### src/spsm_pkg.sv
`default_nettype none
// ----------------------------------------------------------------------------
// spsm_pkg
// shared types and constants of the servo pulse slew mapper
// ----------------------------------------------------------------------------
package spsm_pkg;

   localparam int DivBits = 36;

   // item kinds
   typedef enum logic [1:0] {
      KIND_SET_VALUE  = 2'd0,
      KIND_SET_TARGET = 2'd1,
      KIND_TICK       = 2'd2,
      KIND_NONE       = 2'd3
   } kind_type;

   // register indexes
   localparam logic [2:0] REG_SERVO_TYPE    = 3'd0;
   localparam logic [2:0] REG_SMOOTH_MODE   = 3'd1;
   localparam logic [2:0] REG_VALUE_MIN     = 3'd2;
   localparam logic [2:0] REG_VALUE_MAX     = 3'd3;
   localparam logic [2:0] REG_PULSE_MIN     = 3'd4;
   localparam logic [2:0] REG_PULSE_MID     = 3'd5;
   localparam logic [2:0] REG_PULSE_MAX     = 3'd6;
   localparam logic [2:0] REG_COMPARE_SCALE = 3'd7;

   // front to back command: value to emit
   typedef struct packed {
      logic signed [15:0] cur;
   } cmd_type;

   // configuration seen by the back end
   typedef struct packed {
      logic               servo_type;
      logic signed [15:0] value_min;
      logic signed [15:0] value_max;
      logic [12:0]        pulse_min;
      logic [12:0]        pulse_mid;
      logic [12:0]        pulse_max;
      logic [21:0]        compare_scale;
   } cfg_type;

   typedef enum logic [2:0] {
      BK_IDLE, BK_MUL, BK_DIV, BK_SCALE, BK_CMP, BK_OUT
   } bk_state_type;

endpackage
`default_nettype wire

### src/spsm_front.sv
`default_nettype none
// ----------------------------------------------------------------------------
// spsm_front
// accepts items, keeps the ramp state and queues values to be mapped
// ----------------------------------------------------------------------------
module spsm_front (
   input  wire                    clock,
   input  wire                    reset,
   input  wire                    req_valid,
   output logic                   req_stall,
   input  wire  [1:0]             req_kind,
   input  wire  signed [15:0]     req_value,
   input  wire  [13:0]            req_step,
   input  wire                    smooth_mode,
   input  wire  signed [15:0]     value_min,
   input  wire  signed [15:0]     value_max,
   output logic                   cmd_valid,
   output spsm_pkg::cmd_type      cmd_data,
   input  wire                    cmd_take
);
   import spsm_pkg::*;

   logic signed [15:0] cur_ff, cur_in, tgt_ff, tgt_in;
   logic [13:0]        step_ff, step_in;
   cmd_type            q_ff [2];
   logic               wp_ff, rp_ff;
   logic [1:0]         cnt_ff;
   logic               acc, push;
   logic signed [16:0] delta, up, dn;
   logic signed [15:0] clamped;

   assign req_stall = (cnt_ff == 2'd2);
   assign acc       = req_valid && !req_stall;

   // clamp up to min then down to max
   always_comb begin
      clamped = (req_value < value_min) ? value_min : req_value;
      if (clamped > value_max) clamped = value_max;
   end

   // state update
   always_comb begin
      cur_in  = cur_ff;
      tgt_in  = tgt_ff;
      step_in = step_ff;
      push    = 1'b0;
      delta   = 17'(tgt_ff) - 17'(cur_ff);
      up      = 17'(cur_ff) + 17'(signed'({1'b0, step_ff}));
      dn      = 17'(cur_ff) - 17'(signed'({1'b0, step_ff}));
      if (acc) begin
         case (kind_type'(req_kind))
            KIND_SET_VALUE: begin
               cur_in = req_value;
               push   = 1'b1;
            end
            KIND_SET_TARGET: begin
               tgt_in  = clamped;
               step_in = req_step;
            end
            KIND_TICK: begin
               if (smooth_mode) begin
                  push = 1'b1;
                  if (delta > -17'sd10 && delta < 17'sd10) cur_in = tgt_ff;
                  else if (delta > 0) cur_in = (up > 17'(tgt_ff)) ? tgt_ff : up[15:0];
                  else cur_in = (dn < 17'(tgt_ff)) ? tgt_ff : dn[15:0];
               end
            end
            default: begin
            end
         endcase
      end
   end

   // two entry queue
   always_ff @(posedge clock) begin
      if (reset) begin
         cur_ff <= '0; tgt_ff <= '0; step_ff <= '0;
         wp_ff <= 1'b0; rp_ff <= 1'b0; cnt_ff <= '0;
      end else begin
         cur_ff <= cur_in; tgt_ff <= tgt_in; step_ff <= step_in;
         if (push) wp_ff <= !wp_ff;
         if (cmd_take) rp_ff <= !rp_ff;
         cnt_ff <= cnt_ff + 2'(push) - 2'(cmd_take);
      end
   end

   always_ff @(posedge clock) begin
      if (push) q_ff[wp_ff] <= '{cur: cur_in};
   end

   assign cmd_valid = (cnt_ff != 2'd0);
   assign cmd_data  = q_ff[rp_ff];

`ifndef SYNTHESIS
   a_cnt: assert property (@(posedge clock) disable iff (reset) cnt_ff <= 2'd2)
      else $error("queue overflow");
   a_take: assert property (@(posedge clock) disable iff (reset) cmd_take |-> cmd_valid)
      else $error("take from empty queue");
   a_full: assert property (@(posedge clock) disable iff (reset)
      (cnt_ff == 2'd2 && !cmd_take) |=> cnt_ff == 2'd2)
      else $error("full queue lost entry");
`endif
endmodule
`default_nettype wire

### src/spsm_back.sv
`default_nettype none
// ----------------------------------------------------------------------------
// spsm_back
// maps a value to pulse width and compare with a serial divider
// ----------------------------------------------------------------------------
module spsm_back (
   input  wire                 clock,
   input  wire                 reset,
   input  wire                 cmd_valid,
   input  spsm_pkg::cmd_type   cmd_data,
   output logic                cmd_take,
   input  spsm_pkg::cfg_type   cfg,
   output logic                rsp_valid,
   input  wire                 rsp_stall,
   output logic [15:0]         rsp_compare,
   output logic [12:0]         rsp_pulse_us,
   output logic signed [15:0]  rsp_current_value
);
   import spsm_pkg::*;

   bk_state_type       st_ff, st_in;
   logic signed [15:0] cur_ff;
   logic signed [17:0] a_ff;      // multiplicand
   logic signed [17:0] b_ff;      // multiplier
   logic signed [17:0] base_ff;   // base pulse
   logic               neg_ff, zero_ff;
   logic [16:0]        den_ff;
   logic [DivBits-1:0] num_ff, quo_ff;
   logic [DivBits:0]   rem_ff;
   logic [5:0]         cnt_ff;
   logic [12:0]        pulse_ff;
   logic [34:0]        cmpw_ff;
   logic [15:0]        cmp_sat;
   logic               cmp_ovf;
   logic signed [15:0] v;
   logic signed [35:0] prod;
   logic [DivBits:0]   rtry;
   logic signed [19:0] pfull;

   always_comb begin
      v = (cmd_data.cur < cfg.value_min) ? cfg.value_min : cmd_data.cur;
      if (v > cfg.value_max) v = cfg.value_max;
   end

   assign prod  = a_ff * b_ff;
   assign rtry  = {rem_ff[DivBits-1:0], num_ff[DivBits-1]};
   assign pfull = neg_ff ? 20'(base_ff) - 20'(signed'({1'b0, quo_ff[17:0]}))
                         : 20'(base_ff) + 20'(signed'({1'b0, quo_ff[17:0]}));
   assign cmd_take = (st_ff == BK_IDLE) && cmd_valid;

   // next state
   always_comb begin
      st_in = st_ff;
      case (st_ff)
         BK_IDLE:  if (cmd_valid) st_in = BK_MUL;
         BK_MUL:   st_in = zero_ff ? BK_SCALE : BK_DIV;
         BK_DIV:   if (cnt_ff == 6'(DivBits - 1)) st_in = BK_SCALE;
         BK_SCALE: st_in = BK_CMP;
         BK_CMP:   st_in = BK_OUT;
         BK_OUT:   if (!rsp_stall) st_in = BK_IDLE;
         default:  st_in = BK_IDLE;
      endcase
   end

   always_ff @(posedge clock) begin
      if (reset) st_ff <= BK_IDLE;
      else st_ff <= st_in;
   end

   // datapath
   always_ff @(posedge clock) begin
      case (st_ff)
         BK_IDLE: if (cmd_valid) begin
            cur_ff  <= cmd_data.cur;
            zero_ff <= 1'b0;
            if (!cfg.servo_type) begin
               a_ff    <= 18'(v) - 18'(cfg.value_min);
               b_ff    <= 18'({1'b0, cfg.pulse_max}) - 18'({1'b0, cfg.pulse_min});
               base_ff <= 18'({1'b0, cfg.pulse_min});
               if (cfg.value_max >= cfg.value_min)
                  den_ff <= 17'(18'(cfg.value_max) - 18'(cfg.value_min));
               else
                  den_ff <= 17'(18'(cfg.value_min) - 18'(cfg.value_max));
               zero_ff <= (cfg.value_max == cfg.value_min);
               neg_ff  <= (cfg.value_max < cfg.value_min);
            end else begin
               base_ff <= 18'({1'b0, cfg.pulse_mid});
               den_ff  <= 17'd10000;
               neg_ff  <= 1'b0;
               zero_ff <= (v == 0);
               if (v > 0) begin
                  a_ff <= 18'(v);
                  b_ff <= 18'({1'b0, cfg.pulse_max}) - 18'({1'b0, cfg.pulse_mid});
               end else begin
                  a_ff <= -18'(v);
                  b_ff <= 18'({1'b0, cfg.pulse_mid}) - 18'({1'b0, cfg.pulse_min});
                  neg_ff <= 1'b1;
               end
            end
         end
         BK_MUL: begin
            // fold sign of product into neg, add half divisor
            neg_ff <= neg_ff ^ prod[35];
            num_ff <= (prod[35] ? DivBits'(-prod) : DivBits'(prod))
                      + DivBits'(den_ff[16:1]);
            rem_ff <= '0;
            quo_ff <= '0;
            cnt_ff <= '0;
            if (zero_ff) begin
               quo_ff <= '0;
               neg_ff <= 1'b0;
            end
         end
         BK_DIV: begin
            // restoring division, one bit a cycle
            num_ff <= {num_ff[DivBits-2:0], 1'b0};
            cnt_ff <= cnt_ff + 6'd1;
            if (rtry >= (DivBits+1)'(den_ff)) begin
               rem_ff <= rtry - (DivBits+1)'(den_ff);
               quo_ff <= {quo_ff[DivBits-2:0], 1'b1};
            end else begin
               rem_ff <= rtry;
               quo_ff <= {quo_ff[DivBits-2:0], 1'b0};
            end
         end
         BK_SCALE: begin
            if (quo_ff[DivBits-1:18] != '0 || pfull > 20'sd8191) pulse_ff <= 13'd8191;
            else if (pfull < 0) pulse_ff <= 13'd0;
            else pulse_ff <= pfull[12:0];
         end
         BK_OUT: begin
         end
         default: begin
         end
      endcase
   end

   // compare product registered after pulse settles
   always_ff @(posedge clock) begin
      cmpw_ff <= pulse_ff * cfg.compare_scale;
   end

   always_comb begin
      cmp_ovf = (cmpw_ff[34:32] != 3'd0);
      cmp_sat = cmp_ovf ? 16'hffff : cmpw_ff[31:16];
   end

   // outputs
   always_comb begin
      rsp_valid         = (st_ff == BK_OUT);
      rsp_compare       = cmp_sat;
      rsp_pulse_us      = pulse_ff;
      rsp_current_value = cur_ff;
   end

`ifndef SYNTHESIS
   a_hold: assert property (@(posedge clock) disable iff (reset)
      (rsp_valid && rsp_stall) |=> rsp_valid)
      else $error("result dropped");
   a_take: assert property (@(posedge clock) disable iff (reset)
      cmd_take |=> st_ff == BK_MUL)
      else $error("take without start");
   a_cnt: assert property (@(posedge clock) disable iff (reset)
      st_ff == BK_DIV |-> cnt_ff < 6'(DivBits))
      else $error("divider overrun");
`endif
endmodule
`default_nettype wire

### src/servo_pulse_slew_mapper.sv
`default_nettype none
// an item with a result passes the queue, then the back end states: multiply, 36 divider steps, scale, compare, output
// a zero span, or a zero value in continuous mode, skips the divider
// the back end takes a new value only after its last result is delivered, as the serial divider is busy in between
// items without result are taken while the two entry queue has room
// reset: synchronous, clears ramp state, queue and registers to defaults
// ----------------------------------------------------------------------------
// servo_pulse_slew_mapper
// rc servo pulse and compare generator with slew limited ramp
// ----------------------------------------------------------------------------
module servo_pulse_slew_mapper (
   input  wire                clock,
   input  wire                reset,
   input  wire                req_valid,
   output logic               req_stall,
   input  wire  [1:0]         req_kind,
   input  wire  signed [15:0] req_value,
   input  wire  [13:0]        req_step,
   output logic               rsp_valid,
   input  wire                rsp_stall,
   output logic [15:0]        rsp_compare,
   output logic [12:0]        rsp_pulse_us,
   output logic signed [15:0] rsp_current_value,
   input  wire                csr_write,
   input  wire  [2:0]         csr_index,
   input  wire  [21:0]        csr_data
);
   import spsm_pkg::*;

   cfg_type cfg_ff;
   logic    smooth_ff;
   logic    cmd_valid, cmd_take;
   cmd_type cmd_data;

   // configuration registers
   always_ff @(posedge clock) begin
      if (reset) begin
         cfg_ff    <= '{servo_type: 1'b0, value_min: 16'sd0, value_max: 16'sd18000,
                        pulse_min: 13'd500, pulse_mid: 13'd1500, pulse_max: 13'd2500,
                        compare_scale: 22'd65536};
         smooth_ff <= 1'b0;
      end else if (csr_write) begin
         case (csr_index)
            REG_SERVO_TYPE:    cfg_ff.servo_type    <= csr_data[0];
            REG_SMOOTH_MODE:   smooth_ff            <= csr_data[0];
            REG_VALUE_MIN:     cfg_ff.value_min     <= csr_data[15:0];
            REG_VALUE_MAX:     cfg_ff.value_max     <= csr_data[15:0];
            REG_PULSE_MIN:     cfg_ff.pulse_min     <= csr_data[12:0];
            REG_PULSE_MID:     cfg_ff.pulse_mid     <= csr_data[12:0];
            REG_PULSE_MAX:     cfg_ff.pulse_max     <= csr_data[12:0];
            REG_COMPARE_SCALE: cfg_ff.compare_scale <= csr_data;
            default: begin
            end
         endcase
      end
   end

   spsm_front u_front (
      .clock, .reset, .req_valid, .req_stall, .req_kind, .req_value, .req_step,
      .smooth_mode(smooth_ff), .value_min(cfg_ff.value_min),
      .value_max(cfg_ff.value_max), .cmd_valid, .cmd_data, .cmd_take
   );

   spsm_back u_back (
      .clock, .reset, .cmd_valid, .cmd_data, .cmd_take, .cfg(cfg_ff),
      .rsp_valid, .rsp_stall, .rsp_compare, .rsp_pulse_us, .rsp_current_value
   );
endmodule
`default_nettype wire

### config.mk
export PLATFORM = sky130hd
export DESIGN_NAME = servo_pulse_slew_mapper
export DESIGN_NICKNAME = d
export VERILOG_FILES = /design/src/spsm_pkg.sv /design/src/spsm_front.sv /design/src/spsm_back.sv /design/src/servo_pulse_slew_mapper.sv
export SDC_FILE = /design/constraint.sdc
export NUM_CORES = 2
export LEC_CHECK = 0
export ABC_AREA = 1
export BUFFER_PORTS_ARGS = -buffer_cell sky130_fd_sc_hd__buf_2
export CAP_MARGIN = 30
export CELL_PAD_IN_SITES_DETAIL_PLACEMENT = 0
export CELL_PAD_IN_SITES_GLOBAL_PLACEMENT = 1
export CORE_MARGIN = 2
export CORE_UTILIZATION = 30
export DETAILED_ROUTE_END_ITERATION = 10
export PLACE_DENSITY_LB_ADDON = 0.1
export SYNTH_ARGS = -nofsm -noshare
export SYNTH_HDL_FRONTEND = slang
export SYNTH_HIERARCHICAL = 1
export SYNTH_SLANG_ARGS = --single-unit
### constraint.sdc
create_clock -name clock -period 9.4 [get_ports clock]
set_input_delay 0.47 -clock clock [delete_from_list [all_inputs] [get_ports clock]]
set_output_delay 0.47 -clock clock [all_outputs]
set_load 0.02 [all_outputs]
==> results.toml <==
[synth]
synth_edf_count = 239
synth_warnings = 6
seq_area_frac_synth = 0.194
synth_area_um2 = 54300
ys_types = 67
syn_nets = 8619
syn_area_per_cell_um2 = 7.19
syn_inst = 7542
ys_seq_elements = 407
async_flop_share = 0
ys.flop_type = "edfxtp_1"

[drt]
firstDrtPassIters = 5
viasPerCell = 4.65
drc = 0
ant_nets = 0
routedWlPerCell_um = 18.3
drt_wl_total_mm = 183
drt_iter0_drc = 2445
vias = 46500

[die]
io_pins = 109
die_area_um2 = 184000
die_w_um = 429
die_y_um = 429
start_util = 0.301
core_area_um2 = 180000
num_rows = 156

[finish]
layout_common_cells = "2,059 x nand2_1, 1,539 x inv_1, 552 x fa_1"
area_growth_pct = 9.64
drive_gt1_frac = 0.0674
final_common_cell = "nand2_1"
fillers = 19600
nets = 8657

[sta]
maxSlewViolCount = 0
setup_viol = 0
period_share = 0.931
hold_viol = 0
worst_slack_ps = 651
fin_setup_tns_ps = 0
min_period_ps = 8750
worstMarginPinSlew_ps = 1010
clock_skew_ps = 32.0
fmax_ghz = 0.114
slew_headroom = 0.323

[cts]
cts_tree = "done"
clockBufferDepth = 3
cts-htree-levels = 2
clock_latency_ps = 650
clkTransAtPathRegs_ps = 60
numCtsBuffers = 52
root_buffer = "clkbuf_16"
cts.sinks = 407

[critical_path]
worstSetupStartpointType = "flip-flop"
worstRegToRegCells = 42
crit_slowest_cell = "fa_1"
crit_arrival_ps = 9130
end_kind = "flip-flop"
cp.required_ps = 9780
worstPathMaxFanout = 43
path_common_cell = "inv_1"
critPathKind = "reg2reg"
timing.rr.start = "u_back/a_ff[17]$_DFFE_PP_"
rr_endpoint = "u_back/num_ff[32]$_DFFE_PP_"
critPathMaxStageDelay_ps = 590
reg2reg_slack_ps = 650

[flow_run]
drv_cap = 0

[hold_path]
hold_end = "cfg_ff[75]$_SDFFE_PP1P_"
hp-class = "in2reg"
holdPathStages = 3
min_from = "csr_data[14]"

[global_routing]
grt_antenna_before_repair = 6
grt_first_pass_wirelength_mm = 285
grt_max_degree = 83
grt.total_usage = 0.198
grt_pass1_vias = 47300
grt-ovfl-total = 0

[placement]
hpwl_mm = 151
routabilityCongestion = 0.891
numPortBuffers = 108
place_ws_ps = 256

[run_status]
outcome = "finished, final reports clean"
==> critical path: cells and delay by family (launching register included) <==
kind | cells | cell delay (ps)
adder cells (fa/ha/maj) | 8 | 3930
AND/OR/NAND/NOR | 13 | 1590
buffers and inverters | 14 | 1390
AO/OA/AOI/OAI | 6 | 1030
flip-flops | 1 | 380
XOR/XNOR | 1 | 150
==> worst max-delay path by stage <==
stage | start | to | cells past startpoint
2_1_floorplan | u_back/b_ff[0]$_DFFE_PP_ | u_back/num_ff[32]$_DFFE_PP_ | 50
3_3_place_gp | u_back/a_ff[17]$_DFFE_PP_ | u_back/num_ff[34]$_DFFE_PP_ | 41
3_5_place_dp | u_back/a_ff[17]$_DFFE_PP_ | u_back/num_ff[26]$_DFFE_PP_ | 40
4_1_cts | u_back/a_ff[17]$_DFFE_PP_ | u_back/num_ff[26]$_DFFE_PP_ | 40
5_1_grt | u_back/a_ff[17]$_DFFE_PP_ | u_back/num_ff[26]$_DFFE_PP_ | 43
6_report | u_back/a_ff[17]$_DFFE_PP_ | u_back/num_ff[32]$_DFFE_PP_ | 42
==> layer usage <==
metal	vias up	track usage	routed length (um)	share of wire
li1	23400	-	-	-
met1	22400	0.264	84800	0.46
met2	584	0.351	90200	0.49
met3	179	0.0118	3690	0.020
met4	0	0.0452	4250	0.023
met5	-	0	0	0
==> area by class of cell <==
| class | instances | area (um2) | share of cell area |
|---|---|---|---|
| Tap cell | 2370 | 2970 | 0.0498 |
| Antenna cell | 2 | 5.00 | 0.0000841 |
| Sequential cell | 407 | 10500 | 0.177 |
| Multi-Input combinational cell | 5327 | 36800 | 0.619 |
| Clock buffer | 63 | 1370 | 0.0231 |
| Inverter | 1572 | 5910 | 0.0993 |
| Clock inverter | 35 | 390 | 0.00656 |
| Timing Repair Buffer | 220 | 1490 | 0.0250 |
==> sequential cells by signal, indices dropped and copies added, names as in the netlist, 2 cells and up, named ones only <==
signal and count:
u_back/cmpw_ff 19, u_back/rsp_current_value 16, u_back/a_ff 18, u_front/cnt_ff 2
u_front/tgt_ff 16, cfg_ff 94, u_back/b_ff 14, u_back/rem_ff 36
u_back/num_ff 36, u_back/quo_ff 36, u_back/rsp_pulse_us 13, u_front/q_ff 32
u_front/cur_ff 16, u_back/cnt_ff 6, u_back/base_ff 13, u_back/st_ff 3
u_back/den_ff 17, u_front/step_ff 14
==> cell usage after synthesis, drive strengths merged (5+ instances only) <==
cell	n	share of area
nand3	483	0.046
nor4	13	0.0015
a21o	8	0.0011
ha	463	0.11
clkbuf	174	0.012
xnor2	50	0.0082
xor2	96	0.015
dfxtp	168	0.062
nand3b	16	0.0022
buf	62	0.0068
fa	552	0.20
o21ai	274	0.025
a211oi	16	0.0022
a21boi	7	0.0010
nand2	2117	0.15
o31ai	11	0.0015
o21a	13	0.0018
a31oi	15	0.0017
nor2	569	0.043
a21oi	389	0.036
or2	27	0.0031
o211ai	5	0.00069
clkinv	7	0.00058
o21bai	17	0.0024
nand4	82	0.0096
nor3	47	0.0045
inv	1565	0.11
mux2	16	0.0033
edfxtp	239	0.13
and2	16	0.0019
==> cells by family (layout without fill, tap and decap cells) <==
group	Yosys count	in the layout	synth area share
and+or+nand+nor	3375	3375	0.263
buffers and inverters	1808	1890	0.128
adders and majority gates	1015	1015	0.310
AOI/OAI and AO/OA	774	774	0.0772
DFF	407	407	0.194
xor gates and xnor gates	146	146	0.0237
muxes	17	17	0.00350
other	0	2	0
==> metrics by stage <==
stage,hold slack [ps],cells,utilization,cell area [um2]
final,76.9,9996,0.330,59500
after global routing,67.8,9996,0.330,59500
after detailed placement,459,9892,0.320,57700
after CTS,23.7,9990,0.330,59400
after global placement,459,9886,0.319,57500
after floorplan,442,7542,-,54300
==> timing repair <==
item | CTS | global route
resized for setup | 0 | 5
setup buffers | 0 | 3
hold buffers | 0 | 0
endpoints found under the setup margin | 0 | 16
Power is not shown: default switching activity piles up to over one toggle a cycle in this logic, so the estimate is an artifact.
